[src/rtl/core/lpk_pkg.sv]
// shared types, constants and codes for the light top-k selector
package lpk_pkg;

    localparam int ID_W       = 16;
    localparam int PRIO_W     = 8;
    localparam int DIST_W     = 32;
    localparam int RADIUS_W   = 16;
    localparam int RANK_W     = 3;
    localparam int S_DATA_W   = 72;
    localparam int M_DATA_W   = 64;
    localparam int M_PAD_W    = M_DATA_W - (ID_W + PRIO_W + DIST_W + RANK_W);

    localparam int KEEP_COUNT_DEF  = 8;
    localparam int QUEUE_DEPTH_DEF = 4;

    typedef struct packed {
        logic [ID_W-1:0]   id;
        logic [PRIO_W-1:0] prio;
        logic [DIST_W-1:0] sq_dist;
    } t_light;

    typedef struct packed {
        t_light light;
        logic   keep;
        logic   last;
    } t_q_entry;

    typedef struct packed {
        logic full;
        logic empty;
    } t_q_status;

    typedef enum logic {
        ST_LOAD,
        ST_EMIT
    } t_back_state;

endpackage

[src/rtl/core/lpk_front.sv]
// front end: takes requests, squares the radius, classifies and queues survivors and batch ends
module lpk_front (
    input  logic                            i_clk,
    input  logic                            i_rst_n,
    input  logic                            i_valid,
    output logic                            o_ready,
    input  logic [lpk_pkg::S_DATA_W-1:0]    i_data,
    input  logic                            i_user,
    input  logic                            i_last,
    input  lpk_pkg::t_q_status              i_q_stat,
    output logic                            o_push,
    output lpk_pkg::t_q_entry               o_entry
);
    import lpk_pkg::*;

    logic                  r_valid;
    logic                  n_valid;
    t_light                r_light;
    logic                  r_ambient;
    logic                  r_last;
    logic [DIST_W-1:0]     r_rad_sq;
    logic [RADIUS_W-1:0]   w_radius;
    logic                  w_keep;
    logic                  w_needed;
    logic                  w_drain;
    logic                  w_take;

    assign w_radius = i_data[ID_W+PRIO_W+DIST_W +: RADIUS_W];

    // dropped items that do not close a batch never enter the queue
    assign w_keep   = !r_ambient && (r_light.sq_dist <= r_rad_sq);
    assign w_needed = w_keep || r_last;
    assign w_drain  = r_valid && (!w_needed || !i_q_stat.full);
    assign o_ready  = !r_valid || w_drain;
    assign w_take   = i_valid && o_ready;

    assign o_push        = r_valid && w_needed && !i_q_stat.full;
    assign o_entry.light = r_light;
    assign o_entry.keep  = w_keep;
    assign o_entry.last  = r_last;

    always_comb begin
        n_valid = r_valid;
        if (w_take) begin
            n_valid = 1'b1;
        end else if (w_drain) begin
            n_valid = 1'b0;
        end
    end

    always_ff @(posedge i_clk) begin
        if (!i_rst_n) begin
            r_valid <= 1'b0;
        end else begin
            r_valid <= n_valid;
        end
    end

    always_ff @(posedge i_clk) begin
        if (w_take) begin
            r_light.id      <= i_data[0 +: ID_W];
            r_light.prio    <= i_data[ID_W +: PRIO_W];
            r_light.sq_dist <= i_data[ID_W+PRIO_W +: DIST_W];
            r_ambient       <= i_user;
            r_last          <= i_last;
            r_rad_sq        <= DIST_W'(w_radius) * DIST_W'(w_radius);
        end
    end

endmodule

[src/rtl/core/lpk_queue.sv]
// short first-in first-out queue between the front and the back end
module lpk_queue #(
    parameter int DEPTH = lpk_pkg::QUEUE_DEPTH_DEF
) (
    input  logic                i_clk,
    input  logic                i_rst_n,
    input  logic                i_push,
    input  lpk_pkg::t_q_entry   i_entry,
    input  logic                i_pop,
    output lpk_pkg::t_q_entry   o_entry,
    output lpk_pkg::t_q_status  o_stat
);
    import lpk_pkg::*;

    localparam int AW = (DEPTH > 1) ? $clog2(DEPTH) : 1;
    localparam int FW = $clog2(DEPTH + 1);

    t_q_entry          r_mem [DEPTH];
    logic [AW-1:0]     r_wr_ptr;
    logic [AW-1:0]     n_wr_ptr;
    logic [AW-1:0]     r_rd_ptr;
    logic [AW-1:0]     n_rd_ptr;
    logic [FW-1:0]     r_fill;
    logic [FW-1:0]     n_fill;
    logic              w_push;
    logic              w_pop;

    assign o_stat.full  = (r_fill == FW'(DEPTH));
    assign o_stat.empty = (r_fill == '0);
    assign w_push       = i_push && !o_stat.full;
    assign w_pop        = i_pop && !o_stat.empty;
    assign o_entry      = r_mem[r_rd_ptr];

    always_comb begin
        n_wr_ptr = r_wr_ptr;
        n_rd_ptr = r_rd_ptr;
        n_fill   = r_fill;
        if (w_push) begin
            n_wr_ptr = (r_wr_ptr == AW'(DEPTH - 1)) ? '0 : r_wr_ptr + 1'b1;
        end
        if (w_pop) begin
            n_rd_ptr = (r_rd_ptr == AW'(DEPTH - 1)) ? '0 : r_rd_ptr + 1'b1;
        end
        if (w_push && !w_pop) begin
            n_fill = r_fill + 1'b1;
        end else if (w_pop && !w_push) begin
            n_fill = r_fill - 1'b1;
        end
    end

    always_ff @(posedge i_clk) begin
        if (!i_rst_n) begin
            r_wr_ptr <= '0;
            r_rd_ptr <= '0;
            r_fill   <= '0;
        end else begin
            r_wr_ptr <= n_wr_ptr;
            r_rd_ptr <= n_rd_ptr;
            r_fill   <= n_fill;
        end
    end

    always_ff @(posedge i_clk) begin
        if (w_push) begin
            r_mem[r_wr_ptr] <= i_entry;
        end
    end

endmodule

[src/rtl/core/lpk_back.sv]
// back end: sorted insertion cells, emission sequencer and output register
module lpk_back #(
    parameter int KEEP_COUNT = lpk_pkg::KEEP_COUNT_DEF
) (
    input  logic                            i_clk,
    input  logic                            i_rst_n,
    input  lpk_pkg::t_q_entry               i_entry,
    input  lpk_pkg::t_q_status              i_q_stat,
    output logic                            o_pop,
    output logic                            o_valid,
    input  logic                            i_ready,
    output logic [lpk_pkg::M_DATA_W-1:0]    o_data,
    output logic                            o_user,
    output logic                            o_last
);
    import lpk_pkg::*;

    localparam int CNT_W = $clog2(KEEP_COUNT + 1);

    t_back_state          r_state;
    t_back_state          n_state;
    t_light               r_cell [KEEP_COUNT];
    t_light               n_cell [KEEP_COUNT];
    t_light               w_ins  [KEEP_COUNT];
    logic [KEEP_COUNT-1:0] w_ahead;
    logic [CNT_W-1:0]     r_count;
    logic [CNT_W-1:0]     n_count;
    logic [RANK_W-1:0]    r_rank;
    logic [RANK_W-1:0]    n_rank;
    logic                 r_m_valid;
    logic                 n_m_valid;
    logic                 w_load_out;
    t_light               r_m_light;
    t_light               n_m_light;
    logic [RANK_W-1:0]    r_m_rank;
    logic [RANK_W-1:0]    n_m_rank;
    logic                 r_m_user;
    logic                 n_m_user;
    logic                 r_m_last;
    logic                 n_m_last;
    logic                 w_out_free;

    // kept cell a stays ahead of an arriving light b: ties keep arrival order
    function automatic logic stays_ahead(input t_light a, input t_light b);
        logic result;
        if (a.prio != b.prio) begin
            result = (a.prio < b.prio);
        end else begin
            result = (a.sq_dist <= b.sq_dist);
        end
        return result;
    endfunction

    // every cell compares against the new light in parallel, then shifts or loads
    always_comb begin
        for (int i = 0; i < KEEP_COUNT; i++) begin
            w_ahead[i] = (CNT_W'(i) < r_count) && stays_ahead(r_cell[i], i_entry.light);
        end
        w_ins[0] = w_ahead[0] ? r_cell[0] : i_entry.light;
        for (int i = 1; i < KEEP_COUNT; i++) begin
            if (w_ahead[i]) begin
                w_ins[i] = r_cell[i];
            end else if (w_ahead[i-1]) begin
                w_ins[i] = i_entry.light;
            end else begin
                w_ins[i] = r_cell[i-1];
            end
        end
    end

    assign w_out_free = !r_m_valid || i_ready;

    always_comb begin
        n_state    = r_state;
        n_cell     = r_cell;
        n_count    = r_count;
        n_rank     = r_rank;
        o_pop      = 1'b0;
        w_load_out = 1'b0;
        n_m_light  = r_m_light;
        n_m_rank   = r_m_rank;
        n_m_user   = r_m_user;
        n_m_last   = r_m_last;
        unique case (r_state)
            ST_LOAD: begin
                if (!i_q_stat.empty) begin
                    o_pop = 1'b1;
                    // all cells ahead means the list is full and the light ranks last
                    if (i_entry.keep && !w_ahead[KEEP_COUNT-1]) begin
                        n_cell = w_ins;
                        if (r_count < CNT_W'(KEEP_COUNT)) begin
                            n_count = r_count + 1'b1;
                        end
                    end
                    if (i_entry.last) begin
                        n_state = ST_EMIT;
                    end
                end
            end
            ST_EMIT: begin
                if (w_out_free) begin
                    w_load_out = 1'b1;
                    if (r_count == '0) begin
                        // empty batch: one invalid result closes it
                        n_m_light = '0;
                        n_m_rank  = '0;
                        n_m_user  = 1'b0;
                        n_m_last  = 1'b1;
                        n_state   = ST_LOAD;
                    end else begin
                        n_m_light = r_cell[0];
                        n_m_rank  = r_rank;
                        n_m_user  = 1'b1;
                        n_m_last  = (r_count == CNT_W'(1));
                        for (int i = 0; i < KEEP_COUNT - 1; i++) begin
                            n_cell[i] = r_cell[i+1];
                        end
                        n_count = r_count - 1'b1;
                        n_rank  = r_rank + 1'b1;
                        if (r_count == CNT_W'(1)) begin
                            n_rank  = '0;
                            n_state = ST_LOAD;
                        end
                    end
                end
            end
            default: begin
                n_state = ST_LOAD;
            end
        endcase
    end

    always_comb begin
        if (w_load_out) begin
            n_m_valid = 1'b1;
        end else if (i_ready) begin
            n_m_valid = 1'b0;
        end else begin
            n_m_valid = r_m_valid;
        end
    end

    always_ff @(posedge i_clk) begin
        if (!i_rst_n) begin
            r_state   <= ST_LOAD;
            r_count   <= '0;
            r_rank    <= '0;
            r_m_valid <= 1'b0;
        end else begin
            r_state   <= n_state;
            r_count   <= n_count;
            r_rank    <= n_rank;
            r_m_valid <= n_m_valid;
        end
    end

    always_ff @(posedge i_clk) begin
        r_cell    <= n_cell;
        r_m_light <= n_m_light;
        r_m_rank  <= n_m_rank;
        r_m_user  <= n_m_user;
        r_m_last  <= n_m_last;
    end

    assign o_valid = r_m_valid;
    assign o_data  = {{M_PAD_W{1'b0}}, r_m_rank, r_m_light.sq_dist, r_m_light.prio,
                      r_m_light.id};
    assign o_user  = r_m_user;
    assign o_last  = r_m_last;

endmodule

[src/rtl/core/light_priority_top_k_select.sv]
// top level of the light top-k selector: front end, queue and back end
//
//  channel | dir | tdata (low bit up)                           | tuser        | tlast
//  s_      | in  | light_id, light_priority, sq_distance,       | ambient_only | batch_last
//          |     | reach_radius (72 bits)                       |              |
//  m_      | out | out_light_id, out_priority, out_distance,    | out_valid    | out_last
//          |     | out_rank, zero pad (64 bits)                 |              |
//
// the front end takes one request per cycle while the queue has room; the back end
// inserts one queued light per cycle through KEEP_COUNT parallel compare-and-shift
// cells. on batch_last the back end emits max(1, kept) results, one per cycle while
// the output is not stalled, and takes no queued light meanwhile; the queue of
// QUEUE_DEPTH entries absorbs the front. a request passes the front register and a
// queue entry into the cells; a batch's results leave through the output register.
// reset is synchronous and active low; it empties the queue and the kept list.
// either side may stall at any time without loss.
module light_priority_top_k_select #(
    parameter int KEEP_COUNT  = lpk_pkg::KEEP_COUNT_DEF,
    parameter int QUEUE_DEPTH = lpk_pkg::QUEUE_DEPTH_DEF
) (
    input  logic                            i_clk,
    input  logic                            i_rst_n,
    input  logic                            s_tvalid,
    output logic                            s_tready,
    // light_id, light_priority, sq_distance, reach_radius
    input  logic [lpk_pkg::S_DATA_W-1:0]    s_tdata,
    // ambient_only
    input  logic                            s_tuser,
    input  logic                            s_tlast,
    output logic                            m_tvalid,
    input  logic                            m_tready,
    // out_light_id, out_priority, out_distance, out_rank, zero pad
    output logic [lpk_pkg::M_DATA_W-1:0]    m_tdata,
    // out_valid
    output logic                            m_tuser,
    output logic                            m_tlast
);
    import lpk_pkg::*;

    t_q_status  w_q_stat;
    t_q_entry   w_push_entry;
    t_q_entry   w_pop_entry;
    logic       w_push;
    logic       w_pop;

    lpk_front u_front (
        .i_clk    (i_clk),
        .i_rst_n  (i_rst_n),
        .i_valid  (s_tvalid),
        .o_ready  (s_tready),
        .i_data   (s_tdata),
        .i_user   (s_tuser),
        .i_last   (s_tlast),
        .i_q_stat (w_q_stat),
        .o_push   (w_push),
        .o_entry  (w_push_entry)
    );

    lpk_queue #(
        .DEPTH (QUEUE_DEPTH)
    ) u_queue (
        .i_clk   (i_clk),
        .i_rst_n (i_rst_n),
        .i_push  (w_push),
        .i_entry (w_push_entry),
        .i_pop   (w_pop),
        .o_entry (w_pop_entry),
        .o_stat  (w_q_stat)
    );

    lpk_back #(
        .KEEP_COUNT (KEEP_COUNT)
    ) u_back (
        .i_clk    (i_clk),
        .i_rst_n  (i_rst_n),
        .i_entry  (w_pop_entry),
        .i_q_stat (w_q_stat),
        .o_pop    (w_pop),
        .o_valid  (m_tvalid),
        .i_ready  (m_tready),
        .o_data   (m_tdata),
        .o_user   (m_tuser),
        .o_last   (m_tlast)
    );

`ifndef NO_ASSERTIONS
    // an invalid result only closes an empty batch and carries zero fields
    a_invalid_result: assert property (@(posedge i_clk) disable iff (!i_rst_n)
        (m_tvalid && !m_tuser) |-> (m_tlast && (m_tdata == '0)))
        else $error("invalid result not last or not zero");

    // the front end never pushes into a full queue
    a_no_overflow: assert property (@(posedge i_clk) disable iff (!i_rst_n)
        w_push |-> !w_q_stat.full)
        else $error("queue push while full");

    // ranks stay within the kept list
    a_rank_range: assert property (@(posedge i_clk) disable iff (!i_rst_n)
        m_tvalid |-> (m_tdata[ID_W+PRIO_W+DIST_W +: RANK_W] <= RANK_W'(KEEP_COUNT - 1)))
        else $error("rank beyond kept list");

    // a result following an accepted non-last result ranks one higher
    a_rank_step: assert property (@(posedge i_clk) disable iff (!i_rst_n)
        (m_tvalid && m_tready && m_tuser && !m_tlast) |=>
        (m_tdata[ID_W+PRIO_W+DIST_W +: RANK_W] ==
         $past(m_tdata[ID_W+PRIO_W+DIST_W +: RANK_W]) + 1'b1) || !m_tvalid)
        else $error("rank sequence broken");
`endif

endmodule

[config.mk]
export PLATFORM = sky130hd
export DESIGN_NAME = light_priority_top_k_select
export DESIGN_NICKNAME = d
export VERILOG_FILES = /design/src/rtl/core/lpk_pkg.sv /design/src/rtl/core/lpk_front.sv /design/src/rtl/core/lpk_queue.sv /design/src/rtl/core/lpk_back.sv /design/src/rtl/core/light_priority_top_k_select.sv
export SDC_FILE = /design/constraint.sdc
export NUM_CORES = 2
export LEC_CHECK = 0
export ABC_CLOCK_PERIOD_IN_PS = 17200
export BUFFER_PORTS_ARGS = -buffer_cell sky130_fd_sc_hd__buf_2
export CAP_MARGIN = 20
export CORE_MARGIN = 10
export CORE_UTILIZATION = 45
export CTS_CLUSTER_SIZE = 12
export DETAILED_ROUTE_END_ITERATION = 10
export GPL_ROUTABILITY_DRIVEN = 0
export PLACE_DENSITY_LB_ADDON = 0.2
export SLEW_MARGIN = 40
export SYNTH_ARGS = -nofsm -noshare
export SYNTH_HDL_FRONTEND = slang
export SYNTH_SLANG_ARGS = --single-unit
[constraint.sdc]
create_clock -name i_clk -period 17.2 [get_ports i_clk]
set_input_delay 2.58 -clock i_clk [delete_from_list [all_inputs] [get_ports i_clk]]
set_output_delay 2.58 -clock i_clk [all_outputs]
set_load 0.01 [all_outputs]
==> results_dict.tcl <==
set metrics [dict create \
    status "finished clean" \
    die_x_um 360 \
    endpoint_kind "flop" \
    grt_pass1_vias 35300 \
    max-vdd-ir-drop_v 0.000162 \
    path_class "in -> reg" \
    drtPass1Iterations 5 \
    ioPinCount 146 \
    cts.repair.resized 0 \
    p_per_area_nw_per_um2 219 \
    finalSetupViolations 0 \
    dieArea_sq_um 130000 \
    grt_max_degree 131 \
    rsz0062_at_grt "false" \
    wl_per_cell_um 23.5 \
    seq_power_share_pct 33.2 \
    final_nets 5229 \
    synth_cell_types 75 \
    layout-drive-gt1-share_pct 10.5 \
    antenna_found_initial 5 \
    final_common_cell "edfxtp_1" \
    finalCoreUtilization_pct 50.1 \
    drt_wl_total_mm 143 \
    cts_tree "built" \
    required_ns 17.62 \
    clockBufferDepth 3 \
    hold_class "reg -> reg" \
    cp_max_fo 20 \
    hpwl_mm 101 \
    grt_first_pass_wirelength_mm 219 \
    period_share_pct 47.3 \
    slowest_delay_ns 0.53 \
    worst_path_dominant_cell_family "adder cells" \
    area_growth_pct 10.2 \
    design.core.area_sq_um 115000 \
    synth_area_leaders "edfxtp_1 (48%), ha_1 (11%), fa_1 (6.3%), mux2i_1 (5.5%), o21ai_0 (4.5%)" \
    use_met2_pct 34.1 \
    cp_slowest_cell "fa_1" \
    start_kind "primary input" \
    crit_arrival_ns 8.56 \
    setup_tns_ns 0 \
    path_cells "buf_2 > and2_1 > fa_1 > inv_1 > fa_1 > inv_1 > fa_1 > inv_1 > fa_1 > inv_1 > fa_1 > inv_1 > fa_1 > inv_1 > ha_1 > and3_1 > o21a_1 > o31ai_1 > o21ai_0 > or2_2 > a21o_1 > a211oi_1 > nor2_1" \
    cts.sinks 849 \
    fp-row-count 124 \
    synthCells 4449 \
    min_period_ns 8.14 \
    grtUsageTotal_pct 21.5 \
    drc 0 \
    cts_hold_buf 0 \
    synth_edf_count 830 \
    drv_cap 0 \
    drt_iter0_markers 3341 \
    worst-path-buf-inv 7 \
    grt_use_met3_pct 3.16 \
    syn-mean-instance-area_sq_um 11.7 \
    yosysWarnings 0 \
    drv_slew 0 \
    ys_seq_area_share_pct 48.5 \
    p_comb_share_pct 50.8 \
    synth-seq-cells 849 \
    root_buffer "clkbuf_16" \
    max_freq_ghz 0.123 \
    p_leak_nw 22.6 \
    synth_area_sq_um 52100 \
    htree_levels 3 \
    start_util_pct 45.5 \
    synth_top_flop_cell "edfxtp_1" \
    worst_slew_pin_slew_ns 0.922 \
    fp.dieH_um 360 \
    synth_top_area_cell "edfxtp_1" \
    via_count 35600 \
    sw_frac_of_total_pct 43.7 \
    yosysTopAreaCellShare_pct 47.8 \
    grt-ovfl-total 0 \
    clk_pin_slew_worst_paths_ns 0.06 \
    async_flop_share_pct 0 \
    maxSlewHeadroom_pct 38.1 \
    hold_viol_final 0 \
    finClkSkew_ns 0.0403 \
    use_met1_pct 30.1 \
    postRouteAntennaNets 0 \
    grt_busiest_layer "met2" \
    insertion_delay_ns 0.69 \
    postCtsSetupBuffers 0 \
    clock_power_share_pct 15.9 \
    p_int_mw 7.08 \
    cts_buffers 93 \
    vias_per_cell 5.83 \
    switchingPower_mw 5.50 \
    numPortBuffers 140 \
    layout_common_cells "edfxtp_1 (830), nand2_1 (558), o21ai_0 (467)" \
]
## sequential cells by signal, indices dropped and copies added (netlist names), 2 cells and up, named ones only
name              flops
u_back.r_cell       448
u_queue.r_mem       232
u_back.o_data        56
u_front.o_entry      56
u_front.r_rad_sq     31
u_back.r_count        4
u_back.r_m_rank       3
u_back.r_rank         3
u_queue.r_fill        3
u_queue.r_rd_ptr      2
u_queue.r_wr_ptr      2
## worst min-delay path, cell delays in order, from the launching register on
cell and delay, ns:
dfxtp_1 0.33, nand2_1 0.06, mux2i_1 0.05
## routing by layer
layer / vias to the layer above / routed length, um
met5: - / 20
met4: 4 / 4630
met3: 233 / 9240
met2: 1212 / 65600
met1: 17800 / 63900
li1: 16400 / -
## power by group through the flow
stage / combinational (mW) / clock, mW / sequential [mW]
global placement: 6.15 / 0 / 4.22
finish: 6.40 / 2.01 / 4.18
floorplan: 4.50 / 0 / 4.02
CTS: 6.35 / 2.05 / 4.17
detailed placement: 6.32 / 0 / 4.20
global route: 7.13 / 2.13 / 4.26
## cells in the mapped netlist, drive strengths merged (4+ instances only)
cell type  instances
a2111oi            8
a211o              7
a211oi            17
a21boi             7
a21o              59
a21oi            133
a221oi            57
a22o              18
a31o               4
a31oi              6
and2             117
and3              18
and4               5
buf               70
clkbuf           145
dfxtp             19
edfxtp           830
fa               163
ha               463
inv              353
mux2              57
mux2i            284
mux4              58
nand2            559
nand2b            17
nand3             81
nand4             73
nor2              81
nor2b             34
nor3              29
nor4               8
o2111ai            4
o211ai            14
o21a              25
o21ai            524
o21bai             8
o31ai              6
or2                9
or3                6
xnor2             27
xor2              12
## stage by stage
stage / hold WS (ns) / instances / worst slack [ns] / total power, mW / instance area [sq um]
floorplan: 0.459 / 4453 / 6.99 / 8.52 / 52100
global placement: 0.481 / 5934 / 8.42 / 10.4 / 54200
detailed placement: 0.486 / 5940 / 8.39 / 10.5 / 54400
CTS: 0.499 / 6108 / 9.13 / 12.6 / 57400
global route: 0.524 / 6110 / 8.80 / 13.5 / 57500
finish: 0.495 / 6112 / 9.06 / 12.6 / 57500
## final cells by class
class / instances / area [sq um]
Inverter: 353 / 1330
Tap cell: 1512 / 1890
Clock inverter: 43 / 549
Multi-Input combinational cell: 3036 / 24700
Timing Repair Buffer: 192 / 1220
Clock buffer: 125 / 2490
Antenna cell: 2 / 5.00
Fill cell: 10200 / 57200
Sequential cell: 849 / 25300
## kinds of logic after synthesis
group	count (synthesis)	synth area share (%)
muxes	399	9.19
AOI/OAI and AO/OA	917	10.4
buffers and inverters	568	4.52
DFF	849	48.5
adders and majority gates	626	17.4
other	1	0.00719
and+or+nand+nor	1050	9.36
xor gates and xnor gates	39	0.655
## final timing paths
kind | from | slack [ns] | end | cells past startpoint
worst max-delay path | s_tdata[57] | 9.06 | u_front.r_rad_sq[26]$_DFFE_PP_ | 23
worst min-delay path | u_queue.r_wr_ptr[1]$_SDFFE_PN0P_ | 0.49 | u_queue.r_wr_ptr[1]$_SDFFE_PN0P_ | 2
worst max register to register | flop | 9.66 | u_back.r_cell[437]$_DFFE_PP_ | 14
worst min register to register | u_queue.r_wr_ptr[1]$_SDFFE_PN0P_ | 0.49 | u_queue.r_wr_ptr[1]$_SDFFE_PN0P_ | 2
Note: power is estimated with default switching activity, not from simulation.
